File: config.mk
export PLATFORM = sky130hd
export DESIGN_NAME = uu_line_decoder_top_flat
export DESIGN_NICKNAME = d
export VERILOG_FILES = /design/src/rtl/uuld_pkg.sv /design/src/rtl/uuld_char_if.sv /design/src/rtl/uuld_byte_if.sv /design/src/rtl/uuld_front.sv /design/src/rtl/uuld_queue.sv /design/src/rtl/uuld_back.sv /design/src/rtl/uu_line_decoder_top.sv /design/src/flat_wrapper.sv
export SDC_FILE = /design/constraint.sdc
export NUM_CORES = 1
export LEC_CHECK = 0
export ABC_AREA = 1
export BUFFER_PORTS_ARGS = -buffer_cell sky130_fd_sc_hd__buf_2
export CORE_MARGIN = 2
export CORE_UTILIZATION = 50
export CTS_CLUSTER_DIAMETER = 200
export DETAILED_ROUTE_END_ITERATION = 10
export MAX_ROUTING_LAYER = met4
export PLACE_DENSITY = 0.77
export SYNTH_ARGS = -nofsm -noshare
export SYNTH_HDL_FRONTEND = slang
export SYNTH_SLANG_ARGS = --single-unit
File: constraint.sdc
create_clock -name clk -period 3.8 [get_ports clk]
set_input_delay 0.19 -clock clk [delete_from_list [all_inputs] [get_ports clk]]
set_output_delay 0.19 -clock clk [all_outputs]
set_load 0.01 [all_outputs]
File: src/rtl/uuld_pkg.sv
// ----------------------------------------------------------------------------
// uuld_pkg: shared types and constants of the uuencoded line decoder
// Field widths, the job record between front and back, sextet helpers.
// ----------------------------------------------------------------------------
package uuld_pkg;

	localparam int CHAR_W   = 8;
	localparam int BYTE_W   = 8;
	localparam int COUNT_W  = 6;
	localparam int SEXTET_W = 6;
	localparam int GROUP_W  = 18;
	localparam int WORD_W   = 24;
	localparam int NB_W     = 2;
	localparam int POS_W    = 2;

	localparam int QUEUE_DEPTH_DEFAULT = 4;

	localparam logic [COUNT_W-1:0]  MAX_LINE_RESET = 6'd45;
	localparam logic [SEXTET_W-1:0] SPACE_CODE     = 6'd32;
	localparam logic [1:0]          LAST_SEXTET    = 2'd3;
	localparam logic [NB_W-1:0]     MAX_GROUP_BYTES = 2'd3;

	// one entry of work: the bytes of a 24-bit word plus line status
	typedef struct packed {
		logic [WORD_W-1:0] word;
		logic [NB_W-1:0]   nbytes;  // 0 means an empty line-end result
		logic              done;
		logic              bad;
	} job_t;

	// character to sextet, modulo 64 (backquote reads as zero)
	function automatic logic [SEXTET_W-1:0] sextet_of(input logic [CHAR_W-1:0] c);
		sextet_of = c[SEXTET_W-1:0] - SPACE_CODE;
	endfunction

	// bytes a group may still give: min(3, left)
	function automatic logic [NB_W-1:0] group_bytes(input logic [COUNT_W-1:0] left);
		if (left >= COUNT_W'(MAX_GROUP_BYTES))
			group_bytes = MAX_GROUP_BYTES;
		else
			group_bytes = left[NB_W-1:0];
	endfunction

endpackage

File: src/rtl/uuld_char_if.sv
// ----------------------------------------------------------------------------
// uuld_char_if: encoded character channel
// valid/ready handshake carrying one character and its line-end mark.
// ----------------------------------------------------------------------------
interface uuld_char_if;
	logic                        valid;
	logic                        ready;
	logic [uuld_pkg::CHAR_W-1:0] char_in;
	logic                        line_end;

	modport source (output valid, output char_in, output line_end, input ready);
	modport sink   (input valid, input char_in, input line_end, output ready);
endinterface

File: src/rtl/uuld_byte_if.sv
// ----------------------------------------------------------------------------
// uuld_byte_if: decoded byte channel
// valid/ready handshake carrying one decoded byte and line status.
// ----------------------------------------------------------------------------
interface uuld_byte_if;
	logic                        valid;
	logic                        ready;
	logic [uuld_pkg::BYTE_W-1:0] byte_out;
	logic                        byte_valid;
	logic                        line_done;
	logic                        corrupt;

	modport source (output valid, output byte_out, output byte_valid,
		output line_done, output corrupt, input ready);
	modport sink   (input valid, input byte_out, input byte_valid,
		input line_done, input corrupt, output ready);
endinterface

File: src/rtl/uuld_front.sv
// ----------------------------------------------------------------------------
// uuld_front: character intake and group assembly
// Tracks the line state, packs sextets into groups and posts one job per
// character that yields results.
// ----------------------------------------------------------------------------
module uuld_front (
	input  logic                         clk,
	input  logic                         arst_n,
	input  logic                         cfg_we,
	input  logic [uuld_pkg::COUNT_W-1:0] cfg_wdata,
	uuld_char_if.sink                    in_ch,
	input  logic                         q_full,
	output logic                         q_push,
	output uuld_pkg::job_t               q_job
);
	import uuld_pkg::*;

	logic                 expect_count_q;
	logic [COUNT_W-1:0]   bytes_left_q;
	logic [1:0]           sextet_idx_q;
	logic [GROUP_W-1:0]   group_q;
	logic                 line_bad_q;
	logic [COUNT_W-1:0]   max_bytes_q;

	logic                 expect_n;
	logic [COUNT_W-1:0]   left_n;
	logic [1:0]           idx_n;
	logic [GROUP_W-1:0]   group_n;
	logic                 bad_n;
	logic                 accept;

	assign in_ch.ready = !q_full;
	assign accept      = in_ch.valid && in_ch.ready;

	// next line state and the job this character produces
	always_comb begin
		logic [SEXTET_W-1:0] s;
		logic                bad_cur;
		s        = sextet_of(in_ch.char_in);
		expect_n = expect_count_q;
		left_n   = bytes_left_q;
		idx_n    = sextet_idx_q;
		group_n  = group_q;
		bad_n    = line_bad_q;
		q_job    = '0;

		if (expect_count_q) begin
			left_n   = s;
			bad_n    = (s > max_bytes_q);
			idx_n    = '0;
			group_n  = '0;
			expect_n = 1'b0;
		end else if (!line_bad_q && bytes_left_q != '0) begin
			if (sextet_idx_q != LAST_SEXTET) begin
				group_n = {group_q[GROUP_W-SEXTET_W-1:0], s};
				idx_n   = sextet_idx_q + 2'd1;
			end else begin
				q_job.word   = {group_q, s};
				q_job.nbytes = group_bytes(bytes_left_q);
				left_n       = bytes_left_q - COUNT_W'(q_job.nbytes);
				idx_n        = '0;
				group_n      = '0;
			end
		end
		bad_cur   = bad_n;
		q_job.bad = bad_cur;

		// line end: flush a partial group, zero padded, then rearm
		if (in_ch.line_end) begin
			if (!bad_cur && idx_n != '0 && left_n != '0) begin
				case (idx_n)
					2'd1:    q_job.word = {group_n[SEXTET_W-1:0], 18'd0};
					2'd2:    q_job.word = {group_n[2*SEXTET_W-1:0], 12'd0};
					default: q_job.word = {group_n, 6'd0};
				endcase
				q_job.nbytes = group_bytes(left_n);
			end
			q_job.done = 1'b1;
			expect_n   = 1'b1;
			left_n     = '0;
			idx_n      = '0;
			group_n    = '0;
			bad_n      = 1'b0;
		end
	end

	assign q_push = accept && (q_job.nbytes != '0 || in_ch.line_end);

	// line state
	always_ff @(posedge clk or negedge arst_n) begin
		if (!arst_n) begin
			expect_count_q <= 1'b1;
			bytes_left_q   <= '0;
			sextet_idx_q   <= '0;
			group_q        <= '0;
			line_bad_q     <= 1'b0;
		end else if (accept) begin
			expect_count_q <= expect_n;
			bytes_left_q   <= left_n;
			sextet_idx_q   <= idx_n;
			group_q        <= group_n;
			line_bad_q     <= bad_n;
		end
	end

	// configuration register
	always_ff @(posedge clk or negedge arst_n) begin
		if (!arst_n)
			max_bytes_q <= MAX_LINE_RESET;
		else if (cfg_we)
			max_bytes_q <= cfg_wdata;
	end

	a_count_state_clear: assert property (@(posedge clk) disable iff (!arst_n)
		expect_count_q |-> (bytes_left_q == '0 && sextet_idx_q == '0 && !line_bad_q))
		else $error("count state not cleared");

	a_bad_line_silent: assert property (@(posedge clk) disable iff (!arst_n)
		q_push && q_job.bad |-> q_job.nbytes == '0)
		else $error("corrupt line produced data");

endmodule

File: src/rtl/uuld_queue.sv
// ----------------------------------------------------------------------------
// uuld_queue: job queue between front and back
// Small register FIFO; the front stalls only when it is full.
// ----------------------------------------------------------------------------
module uuld_queue #(
	parameter int DEPTH = uuld_pkg::QUEUE_DEPTH_DEFAULT
) (
	input  logic           clk,
	input  logic           arst_n,
	input  logic           push,
	input  uuld_pkg::job_t push_job,
	output logic           full,
	input  logic           pop,
	output uuld_pkg::job_t pop_job,
	output logic           empty
);
	import uuld_pkg::*;

	localparam int PTR_W = $clog2(DEPTH);
	localparam int CNT_W = $clog2(DEPTH + 1);

	job_t             slots_q [DEPTH];
	logic [PTR_W-1:0] wr_ptr_q;
	logic [PTR_W-1:0] rd_ptr_q;
	logic [CNT_W-1:0] count_q;

	assign full    = (count_q == CNT_W'(DEPTH));
	assign empty   = (count_q == '0);
	assign pop_job = slots_q[rd_ptr_q];

	// storage
	always_ff @(posedge clk) begin
		if (push)
			slots_q[wr_ptr_q] <= push_job;
	end

	// pointers and fill level
	always_ff @(posedge clk or negedge arst_n) begin
		if (!arst_n) begin
			wr_ptr_q <= '0;
			rd_ptr_q <= '0;
			count_q  <= '0;
		end else begin
			if (push)
				wr_ptr_q <= (wr_ptr_q == PTR_W'(DEPTH - 1)) ? '0 : wr_ptr_q + 1'b1;
			if (pop)
				rd_ptr_q <= (rd_ptr_q == PTR_W'(DEPTH - 1)) ? '0 : rd_ptr_q + 1'b1;
			if (push && !pop)
				count_q <= count_q + 1'b1;
			else if (pop && !push)
				count_q <= count_q - 1'b1;
		end
	end

	a_no_overflow: assert property (@(posedge clk) disable iff (!arst_n)
		full |-> !push)
		else $error("push into full queue");

	a_no_underflow: assert property (@(posedge clk) disable iff (!arst_n)
		empty |-> !pop)
		else $error("pop from empty queue");

endmodule

File: src/rtl/uuld_back.sv
// ----------------------------------------------------------------------------
// uuld_back: byte emitter
// Takes jobs from the queue and sends their bytes one transfer at a time
// through an output register.
// ----------------------------------------------------------------------------
module uuld_back (
	input  logic           clk,
	input  logic           arst_n,
	input  logic           q_empty,
	input  uuld_pkg::job_t q_job,
	output logic           q_pop,
	uuld_byte_if.source    out_ch
);
	import uuld_pkg::*;

	job_t              cur_q;
	logic              cur_valid_q;
	logic [POS_W-1:0]  pos_q;
	logic              out_valid_q;
	logic [BYTE_W-1:0] byte_q;
	logic              byte_valid_q;
	logic              line_done_q;
	logic              corrupt_q;

	logic              slot_free;
	logic              emit;
	logic              last;
	logic [NB_W-1:0]   n_results;
	logic [BYTE_W-1:0] sel_byte;

	assign slot_free = !out_valid_q || out_ch.ready;
	assign emit      = cur_valid_q && slot_free;
	assign n_results = (cur_q.nbytes == '0) ? NB_W'(1) : cur_q.nbytes;
	assign last      = (pos_q == n_results - 1'b1);
	assign q_pop     = !q_empty && (!cur_valid_q || (emit && last));

	// byte select, most significant first
	always_comb begin
		case (pos_q)
			2'd0:    sel_byte = cur_q.word[23:16];
			2'd1:    sel_byte = cur_q.word[15:8];
			default: sel_byte = cur_q.word[7:0];
		endcase
	end

	// current job tracking
	always_ff @(posedge clk or negedge arst_n) begin
		if (!arst_n) begin
			cur_valid_q <= 1'b0;
			pos_q       <= '0;
		end else if (q_pop) begin
			cur_valid_q <= 1'b1;
			pos_q       <= '0;
		end else if (emit) begin
			pos_q <= pos_q + 1'b1;
			if (last)
				cur_valid_q <= 1'b0;
		end
	end

	always_ff @(posedge clk) begin
		if (q_pop)
			cur_q <= q_job;
	end

	// output register
	always_ff @(posedge clk or negedge arst_n) begin
		if (!arst_n)
			out_valid_q <= 1'b0;
		else if (slot_free)
			out_valid_q <= emit;
	end

	always_ff @(posedge clk) begin
		if (emit) begin
			byte_valid_q <= (cur_q.nbytes != '0);
			byte_q       <= (cur_q.nbytes != '0) ? sel_byte : '0;
			line_done_q  <= cur_q.done && last;
			corrupt_q    <= cur_q.bad;
		end
	end

	assign out_ch.valid      = out_valid_q;
	assign out_ch.byte_out   = byte_q;
	assign out_ch.byte_valid = byte_valid_q;
	assign out_ch.line_done  = line_done_q;
	assign out_ch.corrupt    = corrupt_q;

	a_pos_in_range: assert property (@(posedge clk) disable iff (!arst_n)
		cur_valid_q |-> pos_q < n_results)
		else $error("byte position past job end");

	a_empty_ends_line: assert property (@(posedge clk) disable iff (!arst_n)
		out_valid_q && !byte_valid_q |-> line_done_q)
		else $error("empty result without line end");

endmodule

File: src/rtl/uu_line_decoder_top.sv
// ----------------------------------------------------------------------------
// uu_line_decoder_top: uuencoded body line decoder
// Front end, job queue and byte emitter wired together.
// ----------------------------------------------------------------------------
// Usage:
//   in_ch takes one encoded character per transfer with line_end set on the
//   last character of a line; the first character of each line is the count.
//   out_ch gives one result per transfer: a decoded byte, or on a line that
//   yields no data an empty result (byte_valid low) that closes the line.
//   line_done marks the last result of a line, corrupt a line whose count is
//   above max_line_bytes (cfg_we / cfg_wdata, write only while idle).
//   Results pass a queue slot, the current-job register and the output
//   register. Throughput, unless stalled: one character per cycle on in_ch
//   and one result per cycle on out_ch; a full group posts up to three
//   results, which the emitter drains while the queue keeps taking characters.
//   A stall on out_ch fills the job queue (QUEUE_DEPTH entries); in_ch.ready
//   drops only when the queue is full.
//   Reset clears the line state (next character is a count), empties the
//   queue and sets max_line_bytes to 45.
// ----------------------------------------------------------------------------
module uu_line_decoder_top #(
	parameter int QUEUE_DEPTH = uuld_pkg::QUEUE_DEPTH_DEFAULT
) (
	input  logic                         clk,
	input  logic                         arst_n,
	input  logic                         cfg_we,
	input  logic [uuld_pkg::COUNT_W-1:0] cfg_wdata,
	uuld_char_if.sink                    in_ch,
	uuld_byte_if.source                  out_ch
);
	import uuld_pkg::*;

	logic q_push;
	logic q_full;
	logic q_pop;
	logic q_empty;
	job_t push_job;
	job_t pop_job;

	uuld_front u_front (
		.clk       (clk),
		.arst_n    (arst_n),
		.cfg_we    (cfg_we),
		.cfg_wdata (cfg_wdata),
		.in_ch     (in_ch),
		.q_full    (q_full),
		.q_push    (q_push),
		.q_job     (push_job)
	);

	uuld_queue #(
		.DEPTH (QUEUE_DEPTH)
	) u_queue (
		.clk      (clk),
		.arst_n   (arst_n),
		.push     (q_push),
		.push_job (push_job),
		.full     (q_full),
		.pop      (q_pop),
		.pop_job  (pop_job),
		.empty    (q_empty)
	);

	uuld_back u_back (
		.clk     (clk),
		.arst_n  (arst_n),
		.q_empty (q_empty),
		.q_job   (pop_job),
		.q_pop   (q_pop),
		.out_ch  (out_ch)
	);

endmodule

File: src/flat_wrapper.sv
// flat-port wrapper written by rule: the top's interface ports become plain ports
module uu_line_decoder_top_flat import uuld_pkg::*;
#(
	parameter int QUEUE_DEPTH = uuld_pkg::QUEUE_DEPTH_DEFAULT
)
  (clk, arst_n, cfg_we, cfg_wdata, in_ch_valid, in_ch_char_in, in_ch_line_end, in_ch_ready, out_ch_valid, out_ch_byte_out, out_ch_byte_valid, out_ch_line_done, out_ch_corrupt, out_ch_ready);
  uuld_char_if in_ch_i ();
  uuld_byte_if out_ch_i ();
  input  logic clk;
  input  logic arst_n;
  input  logic cfg_we;
  input  logic [uuld_pkg::COUNT_W-1:0] cfg_wdata;
  input wire logic [$bits(in_ch_i.valid)-1:0] in_ch_valid;
  input wire logic [$bits(in_ch_i.char_in)-1:0] in_ch_char_in;
  input wire logic [$bits(in_ch_i.line_end)-1:0] in_ch_line_end;
  output wire logic [$bits(in_ch_i.ready)-1:0] in_ch_ready;
  output wire logic [$bits(out_ch_i.valid)-1:0] out_ch_valid;
  output wire logic [$bits(out_ch_i.byte_out)-1:0] out_ch_byte_out;
  output wire logic [$bits(out_ch_i.byte_valid)-1:0] out_ch_byte_valid;
  output wire logic [$bits(out_ch_i.line_done)-1:0] out_ch_line_done;
  output wire logic [$bits(out_ch_i.corrupt)-1:0] out_ch_corrupt;
  input wire logic [$bits(out_ch_i.ready)-1:0] out_ch_ready;
  assign in_ch_i.valid = in_ch_valid;
  assign in_ch_i.char_in = in_ch_char_in;
  assign in_ch_i.line_end = in_ch_line_end;
  assign in_ch_ready = in_ch_i.ready;
  assign out_ch_valid = out_ch_i.valid;
  assign out_ch_byte_out = out_ch_i.byte_out;
  assign out_ch_byte_valid = out_ch_i.byte_valid;
  assign out_ch_line_done = out_ch_i.line_done;
  assign out_ch_corrupt = out_ch_i.corrupt;
  assign out_ch_i.ready = out_ch_ready;
  uu_line_decoder_top #(.QUEUE_DEPTH(QUEUE_DEPTH)) u_core (.clk(clk), .arst_n(arst_n), .cfg_we(cfg_we), .cfg_wdata(cfg_wdata), .in_ch(in_ch_i), .out_ch(out_ch_i));
endmodule
* Word level (Yosys, flattened, before mapping)
Memory sizes are Yosys's and may differ from the RTL's. A register that Yosys moved wholly into a read port is not among the register bits. Index checks and enable logic that the tools add are counted.
Operators by class: add/subtract/negate cells 9, multiply operators 0, divide/modulo/power cells 0, $lt $le $gt $ge 3, equal/unequal tests 8, shift-type cells 0, muxes and demuxes 39, bitwise gates (word level) 0, reductions and logical operators 34
Operators by type and width (count):
- $mux W26 | 4
- $mux W18 | 4
- $pmux W24 S2 | 1
- $mux W2 | 14
- $mux W27 | 1
- $mux W6 | 4
- $pmux W8 S2 | 1
- $ge A6 B2 Y1 const B | 2
- $reduce_bool A2 Y1 | 6
- $reduce_bool A6 Y1 | 2
- $logic_and A1 B1 Y1 | 11
- $add A2 B1 Y2 const B | 4
- $logic_not A1 Y1 | 8
- $mux W1 | 8
- $eq A2 B2 Y1 const B | 3
- $gt A6 B6 Y1 | 1
- $mux W3 | 2
- $sub A6 B2 Y6 | 1
- $sub A6 B6 Y6 const B | 1
- $eq A2 B1 Y1 const B | 2
- $logic_not A2 Y1 | 2
- $add A3 B1 Y3 const B | 1
- $eq A3 B3 Y1 const B | 1
- $logic_not A3 Y1 | 1
- other kinds (6) | 8
Storage, ports and cells: bits in registers 56, latch bits 0, RAM bits 112, bits in read-only memories 0, input bits 20, output and inout bits 13, logic and storage cells 110, memories 1
Memory list:
- u_core.u_queue.slots_q | words 4, bits a word 28, read ports 1, clocked after memory_dff 1, wr ports 1, line uuld_queue.sv:22 | job_t slots_q [DEPTH];

* Longest topological paths before layout
Gate-level depths: netlist of the first run.
depth after elaboration 20, mapped depth 19, gate-level depth less buffers 17

* Cells and area by module
From an unflattened synthesis of the first run, not the netlist that was laid out.
Unflattened totals: cells, all modules 869, area, all modules 9190.1 um2
Modules (own cells, without submodules):
- uuld_queue | instances 1, cells each 379, area an instance 4947.2 um2, seq. area each 3538.4 um2
- uuld_front | instances 1, cells each 381, area an instance 2638.8 um2, seq. area each 857.1 um2
- uuld_back | instances 1, cells each 109, area an instance 1604.0 um2, seq. area each 1271.2 um2

* Worst setup path before layout of the first run
OpenSTA, ideal clock, no wires.
kind register to register, from register u_core.u_back.out_valid_q, in the netlist u_core.u_back.out_ch.valid, to register u_core.u_queue.count_q[1], setup time 125 ps, data arrival time 3505 ps, data required time 3675 ps, setup slack 170 ps, cell stages (with the launch flop) 11, buffers on the path 0, clock period less this slack 3630 ps, cells stage by stage dfrtp_1 -> nand2_1 -> nand2_1 -> inv_1 -> a21oi_1 -> nor2_1 -> inv_1 -> ha_1 -> inv_1 -> fa_1 -> mux2_2
Between the ends: cells in the longest elaborated chain, start to end 9, elaborated cells between the ends (all ways) 11, those cells by class 1 x mux; 10 x reduce/logical
Ends and longest elaborated chain:
- start: declaration | line uuld_back.sv:19 | logic out_valid_q;
- start signal: assignment | line uuld_back.sv:71 | out_valid_q <= emit;
- $logic_not A1 Y1 (*) | line uuld_back.sv:31 | assign slot_free = !out_valid_q || out_ch.ready;
- $logic_or A1 B1 Y1 (*) | line uuld_back.sv:31
- $logic_and A1 B1 Y1 (*) | line uuld_back.sv:32 | assign emit = cur_valid_q && slot_free;
- via u_core.u_back.emit | line uuld_back.sv:26 | logic emit;
- $logic_and A1 B1 Y1 (*) | line uuld_back.sv:35 | assign q_pop = !q_empty && (!cur_valid_q || (emit && last));
- $logic_or A1 B1 Y1 (*) | line uuld_back.sv:35
- $logic_and A1 B1 Y1 (*) | line uuld_back.sv:35
- via u_core.q_pop | line uu_line_decoder_top.sv:35 | logic q_pop;
- $logic_not A1 Y1 | line uuld_queue.sv:48 | if (push && !pop)
- $logic_and A1 B1 Y1 | line uuld_queue.sv:48
- $mux W3 / $reduce_bool A2 Y1 (equally long branches)
- end signal: assignment | line uuld_queue.sv:49 | count_q <= count_q + 1'b1;
- end signal: assignment | line uuld_queue.sv:51 | count_q <= count_q - 1'b1;
- end: declaration | line uuld_queue.sv:25 | logic [CNT_W-1:0] count_q;
Mark *: on every way through the listed nets, which the timed path passes. The rest lies on a longest branch. A chain may end at the register's enable or synchronous reset.

==> results of run 1 <==
kinds of logic (layout without fill, tap and decap cells):
family                     Yosys count  count (layout)
adders and majority gates           20              20
DFF                                196             196
muxes                                2               2
and+or+nand+nor                    310             310
buffers and inverters              122             162
AOI/OAI and AO/OA                  189             189
xor gates and xnor gates             3               3
final timing paths:
path                                                end                           start  depth (start not counted)
max in group asynchronous    u_core.u_queue.wr_ptr_q[1]                          arst_n                          3
max                        u_core.u_queue.slots_q[1][5]  u_core.u_front.bytes_left_q[2]                         13
min                          u_core.u_back.out_ch.valid                    out_ch_ready                          4
min reg2reg                u_core.u_back.out_ch.corrupt          u_core.u_back.cur_q[0]                          0
max reg2reg                u_core.u_queue.slots_q[1][5]  u_core.u_front.bytes_left_q[2]                         13
min in group asynchronous    u_core.u_front.group_q[10]                          arst_n                          3
through the flow:
stage | area (um2) | hold slack, ps | util [%] | std cells | setup WS, ps
finish | 9920 | 18.5 | 57.1 | 1107 | 586
detailed placement | 9270 | 332 | 53.4 | 1068 | 663
CTS | 9920 | 5.85 | 57.1 | 1107 | 635
global route | 9920 | 36.8 | 57.1 | 1107 | 299
floorplan | 8910 | -106 | - | 842 | 170
global placement | 9270 | 335 | 53.4 | 1068 | 762
power breakdown:
group / switching, mW / internal, mW / leakage, nW / total, mW
sequential: 0.209 / 3.04 / 1.97 / 3.25
clock: 0.814 / 0.926 / 0.283 / 1.74
combinational: 1.87 / 0.788 / 1.56 / 2.65
total: 2.89 / 4.75 / 3.81 / 7.64
cell type report:
class / instances / area (um2)
clock buffers: 18 / 429
clock inverters: 14 / 145
fillers: 1418 / 7440
inverters: 77 / 289
multi-input cells: 524 / 2760
flip-flops and latches: 196 / 5670
well taps: 225 / 282
repair buffers: 53 / 340
layer usage:
| layer | GRT usage (%) | part of all wire [%] | up-vias |
|---|---|---|---|
| met3 | 4.01 | 6.9 | 30 |
| met1 | 27.5 | 43 | 2954 |
| met4 | 7.96 | 1.8 | 0 |
| met2 | 34.6 | 49 | 223 |
| li1 | - | - | 3024 |
| met5 | - | 0 | - |
state kept, by name, indices dropped and copies added (netlist names), 2 cells and up:
signal                         flops
u_core.u_queue.wr_ptr_q            2
u_core.u_back.out_ch.byte_out      8
u_core.u_queue.rd_ptr_q            2
u_core.u_back.pos_q                2
u_core.u_front.max_bytes_q         6
u_core.u_back.cur_q               28
u_core.u_front.bytes_left_q        6
u_core.u_queue.slots_q           112
u_core.u_front.sextet_idx_q        2
u_core.u_queue.count_q             3
u_core.u_front.group_q            18
critical path, cell delays in order (launching register included):
cell and delay [ps]:
dfrtp_1 490, nor2_4 90, nand2_2 140, nand2_1 70, ha_1 240, nor3_1 240, nand4_1 150, nand2_1 80
nand3_1 90, a21oi_1 300, nand3_2 320, nand3_4 340, nand2_2 140, nor2_1 300
repair_timing:
item                       in CTS  in global routing
hold endpoints to repair       46                  0
hold buffers                    7                  0
setup endpoints to repair       0                  0
layout by cell type (no fill, tap or decap), types with 17 or more instances in the layout:
| cell type | count |
|---|---|
| clkbuf_16 | 17 |
| dfrtp_1 | 40 |
| nand4_1 | 23 |
| ha_1 | 19 |
| buf_2 | 30 |
| o21ai_0 | 95 |
| o22ai_1 | 41 |
| nand3_1 | 37 |
| inv_1 | 75 |
| nor2_1 | 89 |
| edfxtp_1 | 151 |
| nand2_1 | 138 |
==> flow_metrics.env, run 1 <==
export IMPL_clk_path_buf_depth=2
export IMPL_drt_total_wl_um=18200
export IMPL_maxCapViolations=0
export IMPL_synth_area_um2=8910
export IMPL_crit_required_ps=4020
export IMPL_min_period_ps=3210
export IMPL_period_share_pct=84.6
export IMPL_clk_latency_ps=440
export IMPL_drc=0
export IMPL_avgSynthCellArea_um2=10.6
export IMPL_diodes=0
export IMPL_cts_htree_levels=4
export IMPL_slew_viol_final=0
export IMPL_area_growth_syn_to_layout_pct=11.3
export IMPL_synth_top_cell_by_area="edfxtp_1"
export IMPL_cts_root_buf="clkbuf_16"
export IMPL_hold_viol_final=0
export IMPL_finalNetCount=909
export IMPL_ios=33
export IMPL_synth_edf_count=151
export IMPL_synth_ff_type="edfxtp_1"
export IMPL_maxSlewHeadroom_pct=12.6
export IMPL_grt_first_pass_wirelength_um=29900
export IMPL_arrival_ps=3430
export IMPL_ys_seq_area_share_pct=63.6
export IMPL_hold_path_class="input port to register"
export IMPL_gp_congestion=0.937
export IMPL_crit_path_end_kind="register"
export IMPL_dr_pass1_iters=5
export IMPL_vias=6231
export IMPL_die_h_um=137
export IMPL_post_cts_buffers=0
export IMPL_cts_sinks=196
export IMPL_setup_viol_count_final=0
export IMPL_dieArea_um2=18900
export IMPL_ff2ff_setup_slack_ps=590
export IMPL_core_area_um2=17400
export IMPL_rsz0062_at_grt="no"
export IMPL_fin_skew_ps=11.9
export IMPL_vdd_drop_max_v=0.000411
export IMPL_post_synth_fa_ha_maj_area_fraction_pct=2.89
export IMPL_synth_commonest_cells="151 x edfxtp_1, 138 x nand2_1, 95 x o21ai_0"
export IMPL_grt_usage_pct=21.5
export IMPL_grt_pass1_vias=6016
export IMPL_drt_iter0_drc=559
export IMPL_synth_area_top_cells="edfxtp_1 51%, dfrtp_1 11%, nand2_1 5.8%"
export IMPL_syn_inst=842
export IMPL_crit_type="register to register"
export IMPL_netlist_area_leader_share_pct=50.9
export IMPL_clk_pin_slew_ps=70
export IMPL_synthArstFlopShare_pct=23.0
export IMPL_grt_antenna_before_repair=0
export IMPL_status="finished, final reports clean"
export IMPL_overflow=0
export IMPL_grt_max_degree=59
export IMPL_synth_compound_area_share_pct=12.3
export IMPL_power_leakage_nw=3.81
export IMPL_yosys_mux_area_fraction_pct=0.253
export IMPL_startpoint_type="register"
export IMPL_wl_per_cell_um=16.4
export IMPL_start_util_pct=51.3
export IMPL_synth_xor_xnor_area_share_pct=0.295
export IMPL_synth_nets=882
export IMPL_drive_gt1_share_pct=11.3
export IMPL_synth_seq_cells=196
export IMPL_worst_pin_slew_ps=1310
export IMPL_post_dp_hpwl_um=11800
export IMPL_powerDensity_nw_per_um2=771
export IMPL_cts_resized=0
export IMPL_power_total_mw=7.64
export IMPL_ys_types=37
export IMPL_crit_fanout=27
export IMPL_die_w_um=137
export IMPL_rows=48
export IMPL_setup_tns_ps=0
export IMPL_yosys_area_share_simple_pct=15.2
export IMPL_portBuffers=30
export IMPL_drtAntennaViolNets=0
export IMPL_synth_top_family_by_area="simple AND/OR/NAND/NOR gates"
export IMPL_numCtsBuffers=17
export IMPL_max_freq_ghz=0.311
export IMPL_yosysWarnings=0
export IMPL_cts_tree="built"
export IMPL_viasPerCell=5.63
export IMPL_yosysMostFrequentCell="edfxtp_1"
No activity file was read; power rests on OpenSTA's default activity.
==> run 2: changes to the inputs <==
ABC_AREA = 0   (was 1)
PLACE_DENSITY = 0.75   (was 0.77)
clock period = 3 ns   (was 3.8 ns; I/O delays follow)
==> flow_metrics.env, run 2 <==
export IMPL_status="finished, violations left"
export IMPL_violations="setup timing"
export IMPL_path_common_cell="or3_4"
export IMPL_vias=5355
export IMPL_yosysMostFrequentCell="edfxtp_1"
export IMPL_yosysWarnings=0
export IMPL_grt_pass1_vias=5296
export IMPL_min_from="out_ch_ready"
export IMPL_cts_htree_levels=4
export IMPL_fin_skew_ps=11.0
export IMPL_vdd_drop_max_v=0.000466
export IMPL_power_leakage_nw=3.81
export IMPL_maxCapViolations=0
export IMPL_setup_viol_count_final=15
export IMPL_synth_nets=628
export IMPL_die_h_um=136
export IMPL_ys_types=51
export IMPL_ff_latch_area_um2=5670
export IMPL_top_regs="u_core.u_queue.slots_q (112), u_core.u_back.cur_q (28), u_core.u_front.group_q (18)"
export IMPL_synth_seq_cells=196
export IMPL_crit_type="register to register"
export IMPL_crit_fanout=5
export IMPL_maxSlewHeadroom_pct=39.2
export IMPL_drt_iter0_drc=531
export IMPL_rows=48
export IMPL_area_growth_syn_to_layout_pct=18.6
export IMPL_wl_per_cell_um=21.0
export IMPL_powerDensity_nw_per_um2=898
export IMPL_path_delay_family="simple AND/OR/NAND/NOR gates"
export IMPL_diodes=0
export IMPL_ff2ff_path_depth=11
export IMPL_post_dp_hpwl_um=11800
export IMPL_ff2ff_setup_slack_ps=-10
export IMPL_synth_edf_count=151
export IMPL_startpoint_type="register"
export IMPL_worst_pin_slew_ps=912
export IMPL_hold_viol_final=0
export IMPL_rr_startpoint="u_core.u_front.bytes_left_q[5]"
export IMPL_ios=33
export IMPL_cp_slowest_cell="dfrtp_2"
export IMPL_nFillCells=1298
export IMPL_synth_commonest_cells="151 x edfxtp_1, 60 x nand2_1, 40 x dfrtp_1"
export IMPL_drive_gt1_share_pct=28.8
export IMPL_worst_path_buf_inv=2
export IMPL_crit_path_end_kind="register"
export IMPL_min_period_ps=3010
export IMPL_synth_area_top_cells="edfxtp_1 52%, dfrtp_1 11%, mux4_2 7.2%"
export IMPL_rr_endpoint="u_core.u_queue.slots_q[2][18]"
export IMPL_ys_seq_area_share_pct=65.0
export IMPL_start_util_pct=50.7
export IMPL_arrival_ps=3270
export IMPL_dr_pass1_iters=5
export IMPL_setup_tns_ps=-83.1
export IMPL_clk_pin_slew_ps=70
export IMPL_grt_first_pass_wirelength_um=28200
export IMPL_clk_latency_ps=430
export IMPL_crit_chain="nor4_4, or2_4, ha_4, or3_4, a211oi_2, a211o_1, or3_4, o211ai_4, buf_12, clkbuf_16, mux2i_4"
export IMPL_hold_path_end="u_core.u_back.out_ch.valid"
export IMPL_grt_max_degree=37
export IMPL_synth_area_um2=8710
export IMPL_multiInputGateArea_um2=3150
export IMPL_power_total_mw=9.28
export IMPL_placed_cells=849
export IMPL_fin_ws_ps=-14.3
export IMPL_cts_root_buf="clkbuf_16"
export IMPL_numCtsBuffers=17
export IMPL_grt_usage_pct=21.1
export IMPL_gp_congestion=0.913
export IMPL_avgSynthCellArea_um2=14.8
export IMPL_layout_common_cells="151 x edfxtp_1, 60 x nand2_1, 38 x dfrtp_1, 35 x buf_4, 34 x a22o_1"
export IMPL_min_path_cells=3
export IMPL_overflow=0
export IMPL_cts_tree="built"
export IMPL_finalNetCount=698
export IMPL_synth_ff_type="edfxtp_1"
export IMPL_largest_reg_flops=112
export IMPL_final_common_cell="edfxtp_1"
export IMPL_cpPeakStageDelay_ps=430
export IMPL_fin_cells=896
export IMPL_drtAntennaViolNets=0
export IMPL_core_area_um2=17200
export IMPL_portBuffers=30
export IMPL_drc=0
export IMPL_hold_path_class="input port to register"
export IMPL_slew_viol_final=0
export IMPL_synthArstFlopShare_pct=23.0
export IMPL_period_share_pct=100
export IMPL_netlist_area_leader_share_pct=52.0
export IMPL_max_freq_ghz=0.332
export IMPL_regMostFlops="u_core.u_queue.slots_q"
export IMPL_cts_sinks=196
export IMPL_synth_top_cell_by_area="edfxtp_1"
export IMPL_dp_slack_ps=-70.3
export IMPL_clk_path_buf_depth=2
export IMPL_dieArea_um2=18500
export IMPL_crit_required_ps=3260
export IMPL_rsz0062_at_grt="yes"
export IMPL_die_w_um=136
export IMPL_viasPerCell=5.98
export IMPL_drt_total_wl_um=18900
export IMPL_syn_inst=588
export IMPL_grt_antenna_before_repair=0
-- run 2: timing repair --
item,in CTS,in global routing
endpoints found under the hold margin,41,0
buffers inserted,0,3
cloned,0,3
hold buffers,9,0
resized for setup,1,51
pin swaps,0,3
setup endpoints to repair,42,80
-- run 2: cell families after synthesis --
group                    after synthesis  share of synthesized area (%)
flip-flops                           196                           65.0
AND/OR/NAND/NOR                      141                           8.07
AO/OA/AOI/OAI                        112                           9.45
multiplexers                          65                           11.7
buffers and inverters                 50                           2.34
adder cells (fa/ha/maj)               20                           2.96
XOR/XNOR                               4                          0.402
-- run 2: through the flow --
step	hold WS [ps]	utilization (%)	cell area (um2)
final	11.7	60.2	10300
after global routing	28.4	60.2	10300
after floorplan	-146	-	8730
after global placement	310	54.2	9300
after detailed placement	322	54.2	9300
after CTS	4.60	57.9	9940
-- run 2: where the power goes --
group / total (mW) / internal (mW) / switching, mW
Sequential: 3.93 / 3.59 / 0.333
Combinational: 3.26 / 1.49 / 1.77
Clock: 2.09 / 1.14 / 0.955
-- run 2: worst max path at each step --
| stage | from | to | slack, ps | cells after the start |
|---|---|---|---|---|
| CTS | u_core.u_front.bytes_left_q[3] | u_core.u_queue.slots_q[0][14] | -40 | 10 |
| global placement | u_core.u_front.bytes_left_q[3] | u_core.u_queue.slots_q[0][24] | 140 | 10 |
| finish | u_core.u_front.bytes_left_q[5] | u_core.u_queue.slots_q[2][18] | -10 | 11 |
| detailed placement | u_core.u_front.bytes_left_q[3] | u_core.u_queue.slots_q[1][22] | -70 | 10 |
| global route | u_core.u_front.bytes_left_q[5] | u_core.u_queue.slots_q[0][24] | -90 | 11 |
| floorplan | u_core.u_front.bytes_left_q[2] | u_core.u_queue.slots_q[0][26] | -2 | 13 |
-- run 2: cell type report --
type	instances	share of cell area, %
inverter	22	0.799
clock buffer	19	4.19
sequential	196	54.9
tap	225	2.72
clock inverter	13	1.08
multi-input combinational	342	30.5
timing repair buffer	79	5.85
-- run 2: worst min-delay path, stage by stage --
cell	delay, ps
buf_2	80
nand2b_1	110
nand2b_1	50
-- run 2: per-layer routing --
layer	GRT usage, %	part of all wire (%)
met4	7.18	1.5
met5	-	0
met2	33.9	51
met3	3.32	5.3
met1	27.7	42
==> run 3: changes to the inputs <==
CORE_UTILIZATION = 34   (was 50)
PLACE_DENSITY = 0.57   (was 0.75)
==> flow_metrics.env, run 3 (synthesis results as in run 2) <==
export IMPL_status="finished, violations left"
export IMPL_violations="setup timing"
export IMPL_dp_slack_ps=-66.2
export IMPL_fin_ws_ps=-1.39
export IMPL_core_area_um2=25200
export IMPL_numCtsBuffers=17
export IMPL_placed_cells=956
export IMPL_wl_per_cell_um=18.2
export IMPL_fin_cells=1004
export IMPL_cts_tree="built"
export IMPL_largest_reg_flops=112
export IMPL_dr_pass1_iters=5
export IMPL_start_util_pct=34.6
export IMPL_min_period_ps=3000
export IMPL_drc=0
export IMPL_hold_viol_final=0
export IMPL_arrival_ps=3240
export IMPL_dieArea_um2=26900
export IMPL_setup_tns_ps=-5.06
export IMPL_clk_pin_slew_ps=80
export IMPL_grt_usage_pct=14.5
export IMPL_cts_sinks=196
export IMPL_drt_total_wl_um=18300
export IMPL_drive_gt1_share_pct=28.6
export IMPL_final_common_cell="edfxtp_1"
export IMPL_vias=5045
export IMPL_setup_viol_count_final=4
export IMPL_diodes=0
export IMPL_cts_root_buf="clkbuf_16"
export IMPL_area_growth_syn_to_layout_pct=20.6
export IMPL_power_leakage_nw=3.84
export IMPL_fin_skew_ps=14.1
export IMPL_crit_fanout=5
export IMPL_period_share_pct=100
export IMPL_ios=33
export IMPL_worst_pin_slew_ps=790
export IMPL_crit_required_ps=3240
export IMPL_grt_pass1_vias=5185
export IMPL_maxCapViolations=0
export IMPL_rows=58
export IMPL_top_regs="u_core.u_queue.slots_q (112), u_core.u_back.cur_q (28), u_core.u_front.group_q (18)"
export IMPL_regMostFlops="u_core.u_queue.slots_q"
export IMPL_clk_path_buf_depth=2
export IMPL_crit_path_end_kind="register"
export IMPL_drtAntennaViolNets=0
export IMPL_overflow=0
export IMPL_startpoint_type="register"
export IMPL_cts_htree_levels=4
export IMPL_crit_type="register to register"
export IMPL_clk_latency_ps=430
export IMPL_drt_iter0_drc=367
export IMPL_vdd_drop_max_v=0.000450
export IMPL_gp_congestion=0.853
export IMPL_maxSlewHeadroom_pct=47.3
export IMPL_grt_antenna_before_repair=0
export IMPL_grt_max_degree=33
export IMPL_die_h_um=164
export IMPL_layout_common_cells="151 x edfxtp_1, 60 x nand2_1, 38 x dfrtp_1, 34 x a22o_1, 34 x buf_4"
export IMPL_viasPerCell=5.02
export IMPL_rsz0062_at_grt="yes"
export IMPL_slew_viol_final=0
export IMPL_finalNetCount=701
export IMPL_max_freq_ghz=0.333
export IMPL_powerDensity_nw_per_um2=881
export IMPL_utilization_pct=41.7
export IMPL_die_w_um=164
export IMPL_post_dp_hpwl_um=12000
export IMPL_hold_path_class="input port to register"
export IMPL_grt_first_pass_wirelength_um=28300
export IMPL_portBuffers=30
==> run 3: cell count changes in the layout (fill, tap and decap cells not counted), sizes merged <==
cell / change
bufinv: -1
buf: +2
clkinv: -3
dlygate4sd3: +1
inv: +6
clkinvlp: -2
==> run 3: final timing paths <==
| path | slack, ps | startpoint | depth (start not counted) | end |
|---|---|---|---|---|
| hold reg to reg | 430 | u_core.u_back.cur_q[0] | 0 | u_core.u_back.out_ch.corrupt |
| min in group asynchronous | 360 | arst_n | 2 | u_core.u_back.pos_q[0] |
| max in group asynchronous | 1780 | arst_n | 3 | u_core.u_front.max_bytes_q[0] |
| hold / removal | 20 | out_ch_ready | 3 | u_core.u_back.out_ch.valid |
| setup / recovery | -1 | u_core.u_front.bytes_left_q[5] | 10 | u_core.u_queue.slots_q[2][16] |
| setup reg to reg | -1 | u_core.u_front.bytes_left_q[5] | 10 | u_core.u_queue.slots_q[2][16] |
==> run 3: what timing repair did <==
action / CTS / global route
hold buffers: 10 / 0
buffers inserted: 0 / 3
resized for setup: 6 / 44
setup endpoints to repair: 24 / 72
pin swaps: 0 / 4
endpoints found under the hold margin: 31 / 0
gates cloned: 0 / 3
==> run 3: worst max-delay path: stages (launching register included) <==
cell       delay (ps)
dfrtp_2           440
nor4_4            330
or2_4             190
ha_4              140
or3_1             100
a211oi_1           40
a211o_1           250
or3_4             420
o211ai_4          350
clkbuf_16         250
mux2i_4           310
==> run 3: per-stage QoR <==
stage	hold slack (ps)	cell area [um2]	total power, mW
floorplan	-146	8730	5.94
global placement	258	9500	6.83
detailed placement	277	9500	6.91
CTS	7.37	10200	9.07
global route	42.5	10500	9.78
finish	17.5	10500	9.26
==> run 3: layout make-up <==
cell class                 count  area, um2
timing repair buffer          82        667
sequential                   196       5670
tap                          330        413
clock buffer                  19        433
clock inverter                13        115
multi-input combinational    342       3130
fill                        2244      14700
inverter                      22       82.6
==> run 3: where the power goes <==
part,internal (mW),total (mW),switching [mW]
clock network,1.09,2.11,1.02
logic,1.49,3.32,1.83
registers,3.59,3.83,0.234
total,6.17,9.26,3.09
==> run 3: per-layer routing <==
layer / vias up / track usage, % / wire length [um]
li1: 2399 / - / -
met1: 2547 / 18.8 / 8510
met2: 81 / 23.0 / 9050
met3: 18 / 3.13 / 473
met4: 0 / 4.31 / 247
met5: - / - / 0
